--- src/sv/first_sort_group_finder_macros.svh ---
// ---------------------------------------------------------------------------
// First sort group finder assertion macros
// Shared concurrent assertion forms; empty under synthesis.
// ---------------------------------------------------------------------------
`ifndef FIRST_SORT_GROUP_FINDER_MACROS_SVH
`define FIRST_SORT_GROUP_FINDER_MACROS_SVH

`ifndef SYNTHESIS

`define FSGF_ASSERT_SAME(label, clk, rst_n, ante, cons, msg) \
    label: assert property (@(posedge clk) disable iff (!rst_n) (ante) |-> (cons)) \
        else $error(msg);

`define FSGF_ASSERT_NEXT(label, clk, rst_n, ante, cons, msg) \
    label: assert property (@(posedge clk) disable iff (!rst_n) (ante) |=> (cons)) \
        else $error(msg);

`else

`define FSGF_ASSERT_SAME(label, clk, rst_n, ante, cons, msg)

`define FSGF_ASSERT_NEXT(label, clk, rst_n, ante, cons, msg)

`endif

`endif

--- src/sv/fsgf_pkg.sv ---
// ---------------------------------------------------------------------------
// First sort group finder package
// Per-name state type, Latin fold tables and the fold function.
// ---------------------------------------------------------------------------
`timescale 1ns / 1ps

package fsgf_pkg;

    localparam int unsigned BYTE_W  = 8;
    localparam int unsigned CP_W    = 21;
    localparam int unsigned EXTA_N  = 20;

    localparam logic [BYTE_W-1:0] NON_ASCII_RESET = 8'd127;

    typedef struct packed {
        logic              decided;
        logic [BYTE_W-1:0] group_value;
        logic              ended;
        logic [1:0]        bytes_expected;
        logic [CP_W-1:0]   codepoint_accum;
    } name_state_t;

    localparam name_state_t STATE_CLEAR = '0;

    localparam logic [BYTE_W-1:0] LATIN1_BASE [64] = '{
        "a","a","a","a","a","a",8'h00,"c","e","e","e","e","i","i","i","i",
        "d","n","o","o","o","o","o",8'h00,"o","u","u","u","u","y",8'h00,8'h00,
        "a","a","a","a","a","a",8'h00,"c","e","e","e","e","i","i","i","i",
        "d","n","o","o","o","o","o",8'h00,"o","u","u","u","u","y",8'h00,"y"
    };

    localparam logic [8:0] EXTA_TOP [EXTA_N] = '{
        9'h105, 9'h10D, 9'h111, 9'h11B, 9'h123, 9'h127, 9'h133, 9'h135, 9'h137, 9'h142,
        9'h148, 9'h151, 9'h153, 9'h159, 9'h161, 9'h167, 9'h173, 9'h175, 9'h178, 9'h17F
    };

    localparam logic [BYTE_W-1:0] EXTA_BASE [EXTA_N] = '{
        "a","c","d","e","g","h","i","j","k","l",
        "n","o","o","r","s","t","u","w","y","z"
    };

    // Base letter of a Latin-1 / Latin Extended-A code point, zero if none.
    function automatic logic [BYTE_W-1:0] latin_base(input logic [CP_W-1:0] cp);
        logic [BYTE_W-1:0] res;
        res = '0;
        if (cp >= 21'h0000C0 && cp <= 21'h0000FF)
        begin
            res = LATIN1_BASE[cp[5:0]];
        end
        else if (cp >= 21'h000100 && cp <= 21'h00017F)
        begin
            for (int i = EXTA_N - 1; i >= 0; i--)
            begin
                if (cp[8:0] <= EXTA_TOP[i])
                begin
                    res = EXTA_BASE[i];
                end
            end
        end
        return res;
    endfunction

endpackage

--- src/sv/fsgf_step.sv ---
// ---------------------------------------------------------------------------
// First sort group finder byte step
// Applies one name byte to the per-name state: ASCII classify, UTF-8 decode
// and Latin fold.
// ---------------------------------------------------------------------------
`timescale 1ns / 1ps

module fsgf_step (
    input  fsgf_pkg::name_state_t cur_state,
    input  logic [7:0]            name_byte,
    input  logic [7:0]            fallback_group,
    output fsgf_pkg::name_state_t next_state
);

    logic [20:0] acc;
    logic [7:0]  base;
    logic        reexam;

    assign acc  = {cur_state.codepoint_accum[14:0], name_byte[5:0]};
    assign base = fsgf_pkg::latin_base(acc);

    always_comb
    begin
        next_state = cur_state;
        reexam     = 1'b1;
        if (!cur_state.decided && !cur_state.ended)
        begin
            if (cur_state.bytes_expected != 2'd0)
            begin
                if (name_byte[7:6] == 2'b10)
                begin
                    reexam                     = 1'b0;
                    next_state.codepoint_accum = acc;
                    next_state.bytes_expected  = cur_state.bytes_expected - 2'd1;
                    if (cur_state.bytes_expected == 2'd1 && acc != '0)
                    begin
                        next_state.decided     = 1'b1;
                        next_state.group_value = (base != '0) ? base : fallback_group;
                    end
                end
                else
                begin
                    next_state.bytes_expected  = 2'd0;
                    next_state.codepoint_accum = '0;
                end
            end

            if (reexam)
            begin
                if (name_byte == 8'h00)
                begin
                    next_state.ended = 1'b1;
                end
                else if (!name_byte[7])
                begin
                    if (name_byte inside {["0":"9"]})
                    begin
                        next_state.decided     = 1'b1;
                        next_state.group_value = "0";
                    end
                    else if (name_byte inside {["A":"Z"]})
                    begin
                        next_state.decided     = 1'b1;
                        next_state.group_value = name_byte + 8'd32;
                    end
                    else if (name_byte inside {["a":"z"]})
                    begin
                        next_state.decided     = 1'b1;
                        next_state.group_value = name_byte;
                    end
                end
                else if (name_byte[7:5] == 3'b110)
                begin
                    next_state.bytes_expected  = 2'd1;
                    next_state.codepoint_accum = {16'd0, name_byte[4:0]};
                end
                else if (name_byte[7:4] == 4'b1110)
                begin
                    next_state.bytes_expected  = 2'd2;
                    next_state.codepoint_accum = {17'd0, name_byte[3:0]};
                end
                else if (name_byte[7:3] == 5'b11110)
                begin
                    next_state.bytes_expected  = 2'd3;
                    next_state.codepoint_accum = {18'd0, name_byte[2:0]};
                end
            end
        end
    end

endmodule

--- src/sv/first_sort_group_finder.sv ---
// ---------------------------------------------------------------------------
// First sort group finder
// Finds the sort group character of a UTF-8 name, one byte per beat.
// ---------------------------------------------------------------------------
// Input channel name_*: one name byte per beat, last_byte flags the final
// byte of a name. Output channel group_*: one group_char beat per name,
// issued for the beat flagged last. Config channel cfg_*: writes the
// fallback_group register; always ready, write only while idle.
// Path: a byte is captured in an input register, then decoded from there
// into the per-name state register and, on the last byte, into the result
// register, which drives group_valid.
// Throughput: one byte per cycle unless a last byte waits on a full result
// register, with combinational decode and fold from the input register.
// Reset: per-name state cleared, no result pending, fallback_group = 127.
// Receiver stall: the result register holds; further bytes of the next name
// keep flowing until its last byte reaches the input register, which then
// holds it, and name_ready drops.
// ---------------------------------------------------------------------------
`timescale 1ns / 1ps
`include "first_sort_group_finder_macros.svh"

module first_sort_group_finder (
    input  logic       clk,
    input  logic       rst_n,
    input  logic       name_valid,
    output logic       name_ready,
    input  logic [7:0] name_byte,
    input  logic       last_byte,
    output logic       group_valid,
    input  logic       group_ready,
    output logic [7:0] group_char,
    input  logic       cfg_valid,
    output logic       cfg_ready,
    input  logic [7:0] fallback_group
);

    logic                  in_valid_reg;
    logic [7:0]            in_byte_reg;
    logic                  in_last_reg;
    logic [7:0]            group_reg;
    logic [7:0]            group_next;
    logic                  group_valid_reg;
    logic [7:0]            non_ascii_reg;
    fsgf_pkg::name_state_t state_reg;
    fsgf_pkg::name_state_t state_next;
    fsgf_pkg::name_state_t step_state;
    logic                  adv;

    assign adv        = in_valid_reg && (!in_last_reg || !group_valid_reg || group_ready);
    assign name_ready = !in_valid_reg || adv;
    assign cfg_ready  = 1'b1;

    fsgf_step u_step (
        .cur_state      (state_reg),
        .name_byte      (in_byte_reg),
        .fallback_group (non_ascii_reg),
        .next_state     (step_state)
    );

    always_comb
    begin
        state_next = state_reg;
        group_next = step_state.decided ? step_state.group_value : 8'd0;
        if (adv)
        begin
            state_next = in_last_reg ? fsgf_pkg::STATE_CLEAR : step_state;
        end
    end

    always_ff @(posedge clk or negedge rst_n)
    begin
        if (!rst_n)
        begin
            in_valid_reg <= 1'b0;
        end
        else if (name_ready)
        begin
            in_valid_reg <= name_valid;
        end
    end

    always_ff @(posedge clk)
    begin
        if (name_ready && name_valid)
        begin
            in_byte_reg <= name_byte;
            in_last_reg <= last_byte;
        end
    end

    always_ff @(posedge clk or negedge rst_n)
    begin
        if (!rst_n)
        begin
            state_reg       <= fsgf_pkg::STATE_CLEAR;
            group_valid_reg <= 1'b0;
            non_ascii_reg   <= fsgf_pkg::NON_ASCII_RESET;
        end
        else
        begin
            state_reg <= state_next;
            if (adv && in_last_reg)
            begin
                group_valid_reg <= 1'b1;
            end
            else if (group_ready)
            begin
                group_valid_reg <= 1'b0;
            end
            if (cfg_valid)
            begin
                non_ascii_reg <= fallback_group;
            end
        end
    end

    always_ff @(posedge clk)
    begin
        if (adv && in_last_reg)
        begin
            group_reg <= group_next;
        end
    end

    assign group_valid = group_valid_reg;
    assign group_char  = group_reg;

    // last byte through decode always yields a pending result
    `FSGF_ASSERT_NEXT(a_last_gives_result, clk, rst_n, adv && in_last_reg, group_valid_reg, "result missing after last byte")
    // a decided name has no open sequence
    `FSGF_ASSERT_SAME(a_decided_closed, clk, rst_n, state_reg.decided, state_reg.bytes_expected == 2'd0, "open sequence after decision")
    // an ended name is never decided
    `FSGF_ASSERT_SAME(a_ended_undecided, clk, rst_n, state_reg.ended, !state_reg.decided, "ended name decided")
    // last byte never advances into a result register that is still blocked
    `FSGF_ASSERT_SAME(a_no_overwrite, clk, rst_n, adv && in_last_reg && group_valid_reg, group_ready, "result overwritten")

endmodule

--- config.mk ---
export PLATFORM = sky130hd
export DESIGN_NAME = first_sort_group_finder
export DESIGN_NICKNAME = d
export VERILOG_FILES = /design/src/sv/fsgf_pkg.sv /design/src/sv/fsgf_step.sv /design/src/sv/first_sort_group_finder.sv
export VERILOG_INCLUDE_DIRS = /design/src /design/src/sv
export SDC_FILE = /design/constraint.sdc
export NUM_CORES = 1
export LEC_CHECK = 0
export ABC_AREA = 1
export BUFFER_PORTS_ARGS = -buffer_cell sky130_fd_sc_hd__buf_2
export CORE_UTILIZATION = 41
export DETAILED_ROUTE_END_ITERATION = 16
export MAX_ROUTING_LAYER = met4
export SETUP_SLACK_MARGIN = 0.3
export SLEW_MARGIN = 10
export SYNTH_ARGS = -nofsm -noshare
export SYNTH_HDL_FRONTEND = slang
export SYNTH_SLANG_ARGS = --single-unit
--- constraint.sdc ---
create_clock -name clk -period 2.12 [get_ports clk]
set_clock_uncertainty 0.05 [all_clocks]
set_input_delay 0.318 -clock clk [delete_from_list [all_inputs] [get_ports clk]]
set_output_delay 0.318 -clock clk [all_outputs]
set_load 0.01 [all_outputs]
Yosys cells after proc, flatten, opt, wreduce, memory -nomap -nowiden
Memory sizes are Yosys's and may differ from the RTL's.
Cells that the tools add are included.

word-level totals
  ROM bits = 512
  logic and storage cells = 128
  output and inout port bits = 11
  register bits = 60
  memories = 1

operators by class
  magnitude comparators = 31
  bitwise logic cells = 1
  multiplexer cells = 49
  reduce and logical (&&, ||, !) cells = 28
  add/sub/neg operators = 2
  eq/ne operators = 5

memory list
  name              words  width  read ports  clocked after memory_dff  wr ports  RTL line        RTL
  (name not given)  64     8      1           0                         0         fsgf_pkg.sv:48  res = LATIN1_BASE[cp[5:0]];

operators by type and width
  operator                                                            number
  <= comparator 9 bit, second input constant                          20
  2-to-1 mux 23 bit                                                   7
  2-to-1 mux 7 bit                                                    20
  2-to-1 mux 33 bit                                                   3
  2-to-1 mux 9 bit                                                    8
  2-to-1 mux 8 bit                                                    5
  greater-or-equal comparator 21 x 8 -> 1 bit, second input constant  1
  greater-or-equal comparator 21 x 9 -> 1 bit, second input constant  1
  <= comparator 21 x 8 -> 1 bit, second input constant                1
  <= comparator 21 x 9 -> 1 bit, second input constant                1
  nonzero test 21 bit                                                 1
  greater-or-equal comparator 8 x 7 -> 1 bit, second input constant   2
  <= comparator 8 x 7 -> 1 bit, second input constant                 2
  logical AND 1 bit                                                   10
  nonzero test 2 bit                                                  5
  adder 8 x 6 -> 8 bit, second input constant                         1
  greater-or-equal comparator 8 x 6 -> 1 bit, second input constant   1
  <= comparator 8 x 6 -> 1 bit, second input constant                 1
  zero test 8 bit                                                     1
  nonzero test 8 bit                                                  1
  greater-or-equal comparator 7 bit, second input constant            1
  inverter 6 -> 7 bit                                                 1
  2-to-1 mux 1 bit                                                    6
  equality test 5 bit, second input constant                          1
  other kinds (9)                                                     15

Depth between registers and ports, before layout
  word-level depth = 36
  depth in mapped cells = 23

Modules after synthesis
Synthesis repeated with hierarchy kept, for this count alone.

second synthesis, totals
  cell total of the unflattened synthesis = 541
  area, all modules = 3843.7 um^2

modules (own cells, without submodules)
  module                   instances  cells each  area an instance (um^2)
  first_sort_group_finder  1          222         2280.9
  fsgf_step                1          319         1562.7

Least setup slack after synthesis
OpenSTA, ideal clock, no wires.

  path kind = reg-to-reg
  from = register in_byte_reg[5]
  to = register group_reg[3], in the netlist group_char[3], data pin
  period minus slack after synthesis = 2.094 ns
  arrival time = 1.785 ns
  path slack = 0.026 ns
  library setup time = 0.259 ns
  stages on the path, launching flop included = 15
  cells stage by stage = edfxtp_1 -> buf_4 -> inv_1 -> ha_1 -> nand3_1 -> nand2_1 -> nand3_2 -> nand2_2 -> nor2_1 -> inv_2 -> nor2_4 -> a32oi_1 -> nand3_1 -> o21ai_1 -> nor2_1

on the way
  word-level cells in the longest chain between the ends = 35
  elaborated cells between the ends (all ways) = 76

RTL lines
  what                            RTL line                        RTL
  from (decl)                     first_sort_group_finder.sv:38   logic [7:0] in_byte_reg;
  from (signal assigned)          first_sort_group_finder.sv:86   in_byte_reg <= name_byte;
  <= comparator 9 bit             fsgf_pkg.sv:54                  if (cp[8:0] <= EXTA_TOP[i])
  2-to-1 mux 7 bit (20 in a row)  fsgf_pkg.sv:54
  2-to-1 mux 8 bit                fsgf_pkg.sv:50                  else if (cp >= 21'h000100 && cp <= 21'h00017F)
  2-to-1 mux 8 bit                fsgf_pkg.sv:46                  if (cp >= 21'h0000C0 && cp <= 21'h0000FF)
  nonzero test 8 bit              fsgf_step.sv:38                 next_state.group_value = (base != '0) ? base : fallback_group;
  2-to-1 mux 8 bit                fsgf_step.sv:38
  2-to-1 mux 9 bit                fsgf_step.sv:35                 if (cur_state.bytes_expected == 2'd1 && acc != '0)
  2-to-1 mux 9 bit                fsgf_step.sv:30                 if (name_byte[7:6] == 2'b10)
  2-to-1 mux 9 bit                fsgf_step.sv:28                 if (cur_state.bytes_expected != 2'd0)
  2-to-1 mux 9 bit                fsgf_step.sv:66                 else if (name_byte inside {["a":"z"]})
  2-to-1 mux 9 bit                fsgf_step.sv:61                 else if (name_byte inside {["A":"Z"]})
  2-to-1 mux 9 bit                fsgf_step.sv:56                 if (name_byte inside {["0":"9"]})
  2-to-1 mux 9 bit                fsgf_step.sv:54                 else if (!name_byte[7])
  2-to-1 mux 9 bit                fsgf_step.sv:50                 if (name_byte == 8'h00)
  2-to-1 mux 33 bit *             fsgf_step.sv:48                 if (reexam)
  2-to-1 mux 33 bit *             fsgf_step.sv:26                 if (!cur_state.decided && !cur_state.ended)
  to (signal assigned)            first_sort_group_finder.sv:121  group_reg <= group_next;
  to (decl)                       first_sort_group_finder.sv:40   logic [7:0] group_reg;

Every way passes the cells marked *; elsewhere a longest branch is shown, timed or not. The select of a mux whose other input is x is not followed.
A chain may end at the register's enable or synchronous reset.

Final worst setup path
  from = register in_byte_reg[3]
  to = register group_reg[6], in the netlist group_char[6], data pin

The elaborated chain is that of the path after synthesis.

==> run_results.csv <==
group,metric,value,unit
logic_synthesis,async_reset_ff_frac,0.685,
drt,drc_errors,0,
logic_synthesis,netlist_area,0.00340,mm^2
logic_synthesis,yosysWarningCount,0,
drt,wire_per_inst,14.6,um
critical_path,cp_data_arrival_time,2350,ps
critical_path,worstSetupStartpoint,"in_byte_reg[3]",
finish,final_cell_mix,"97 x buf_4, 86 x nand2_1, 51 x inv_1, 38 x nor2_1, 31 x buf_2",
drt,firstDrtPassIters,4,
sta,setup_viol,17,
finish,antenna_cells,0,
clock_tree,clock-sinks,54,
critical_path,crit_type,"reg -> reg",
logic_synthesis,ys_seq_area_frac,0.426,
drt,wl,9.95,mm
logic_synthesis,synthCells,446,
critical_path,timing.rr.start,"in_byte_reg[3]",
drt,drtAntennaViolNets,0,
placement,port_buffers,31,
die,fp.coreArea,0.00789,mm^2
placement,hpwl,7.36,mm
job,drv_cap,0,
grt,grt_usage,0.244,
finish,area_delta_synth_final,42.4,%
critical_path,end_kind,"flip-flop",
placement,pre_cts_ws,-205,ps
clock_tree,holdBufCountCts,0,
critical_path,rr_endpoint,"group_char[6]",
finish,regArea,0.00145,mm^2
clock_tree,cts_made_buffers,5,
finish,fillers,730,
placement,placed_cells,653,
die,dieArea,0.00865,mm^2
finish,nets,606,
clock_tree,clockBufferDepth,2,
sta,relSlewSlack,0.404,
die,pin_count,33,
logic_synthesis,synth.avg_cell_area,7.61,um^2
finish,drive_above_1_share,0.418,
power_and_ir_drop,ir_drop,0.418,mV
finish,layout_commonest_cell,"buf_4",
critical_path,reg2reg_depth,13,
critical_path,r2r_slack,-210,ps
status,violations,"negative setup slack",
sta,hold_violations,0,
sta,rsz0062_at_grt,"true",
grt,grt_pass1_vias,3412,
grt,grt_start_max_net_pins,38,
logic_synthesis,synth.distinct_cells,40,
sta,clock.fmax,430,MHz
critical_path,critPathRequiredTime,2140,ps
drt,vias_per_cell,5.14,
logic_synthesis,synth-edff-count,17,
clock_tree,insertion_delay,310,ps
clock_tree,tritoncts,"built",
placement,gp_congestion,0.917,
status,status,"finished with violations",
critical_path,start_kind,"flip-flop",
critical_path,worstPathMaxFanout,8,
drt,vias,3511,
clock_tree,clockRootBuffer,"clkbuf_8",
sta,finalCritPeriodShare,1.10,
grt,gr-total-overflow,0,
power_and_ir_drop,power_density,614,mW/mm^2
finish,largest_reg_flops,27,
grt,antenna_found_initial,0,
grt,grt_pass1_wl,16.2,mm
logic_synthesis,ys_ff_latch,54,
die,core.rowCount,32,
clock_tree,htreeDepth,2,
die,die_w,93.0,um
die,start_util,0.431,
sta,setup_slack,-207,ps
min_path,hp-class,"in -> async",
clock_tree,path_clk_slew,100,ps
sta,period_needed,2330,ps
power_and_ir_drop,p_leak,0.00225,uW
logic_synthesis,synth_nets,472,
sta,worst_pin_slew,893,ps
drt,drt_iter0_drc,207,
sta,drv_slew,0,
finish,multi_input_area,0.00193,mm^2
die,dieHeight,93.0,um
logic_synthesis,ys.flop_type,"dfrtp_1",
finish,fin_cells,683,
-- how the worst max path moves through the flow --
stage	endpoint	slack (ps)
2_1_floorplan	group_char[3]	150
4_1_cts	group_char[0]	-130
5_1_grt	group_char[7]	-340
6_report	group_char[6]	-210
3_5_place_dp	group_char[5]	-210
3_3_place_gp	group_char[6]	-180
-- cell families after synthesis --
kind of cell               count (synthesis)  share of synthesized area
and+or+nand+nor                          207                      0.279
AOI/OAI and AO/OA                         96                      0.169
buffers and inverters                     79                     0.0940
DFF                                       54                      0.426
muxes                                      5                     0.0166
adders and majority gates                  4                     0.0147
other                                      1                    0.00110
-- area by class of cell --
type | instances | share of cell area
Clock buffer | 6 | 0.0171
Clock inverter | 2 | 0.00259
Inverter | 69 | 0.0562
Multi-Input combinational cell | 314 | 0.398
Sequential cell | 54 | 0.299
Tap cell | 102 | 0.0264
Timing Repair Buffer | 135 | 0.199
Timing Repair inverter | 1 | 0.00155
-- metrics by stage --
stage | TNS, ps | instance area, um^2 | hold WS, ps | power (uW) | util
4_1_cts | -1160 | 4580 | 100 | 2870 | 0.581
3_5_place_dp | -1610 | 4330 | 415 | 2220 | 0.549
6_report | -1980 | 4830 | 72.7 | 2970 | 0.613
2_1_floorplan | 0 | 3480 | -27.6 | 1840 | -
5_1_grt | -5380 | 4830 | 118 | 3140 | 0.613
3_3_place_gp | -1490 | 4330 | 416 | 2210 | 0.549
-- metal layers --
metal	vias to the layer above	global-route usage	wire, um
li1	1772	-	-
met4	0	0.0474	61
met2	52	0.378	4650
met1	1683	0.352	4970
met3	4	0.0228	268
met5	-	-	0
-- power by group --
part | total [uW] | switching, uW | internal [uW]
clock | 611 | 347 | 264
combinational | 1060 | 606 | 457
sequential | 1290 | 89.0 | 1210
total | 2970 | 1040 | 1930
-- worst max-delay path, cell delays in order (launching register included) --
cell	delay, ps
edfxtp_1	540
inv_2	170
nand2_4	70
inv_2	60
nand2_4	60
nor4_4	140
nand4_1	160
nand3_2	150
nor2_4	90
buf_6	120
o21ai_2	110
a21oi_2	70
o21ai_2	190
nor2_1	70
-- synthesized netlist by cell type (3+ instances only) --
cell	number	share of area
nand2_1	97	0.11
inv_1	59	0.065
nor2_1	44	0.049
o21ai_0	32	0.047
dfrtp_1	30	0.22
nand3_1	26	0.038
edfxtp_1	17	0.15
o21ai_1	15	0.022
a21oi_1	14	0.021
nand4_1	11	0.020
o22ai_1	11	0.020
inv_2	10	0.011
dfstp_2	7	0.054
nor3_1	7	0.010
nand2_2	6	0.011
buf_4	5	0.011
mux2_2	5	0.017
nor2_2	5	0.0092
nor2_4	5	0.017
o211ai_1	5	0.011
ha_1	4	0.015
o32ai_1	4	0.010
a31oi_1	3	0.0055
buf_2	3	0.0044
-- repair_timing --
action	CTS	global route
pin swaps	7	21
buffers inserted	11	9
endpoints found under the setup margin	32	34
gates cloned	2	0
gates resized for setup	21	46
hold endpoints to repair	0	0
Note: power is estimated with default switching activity, not from simulation.
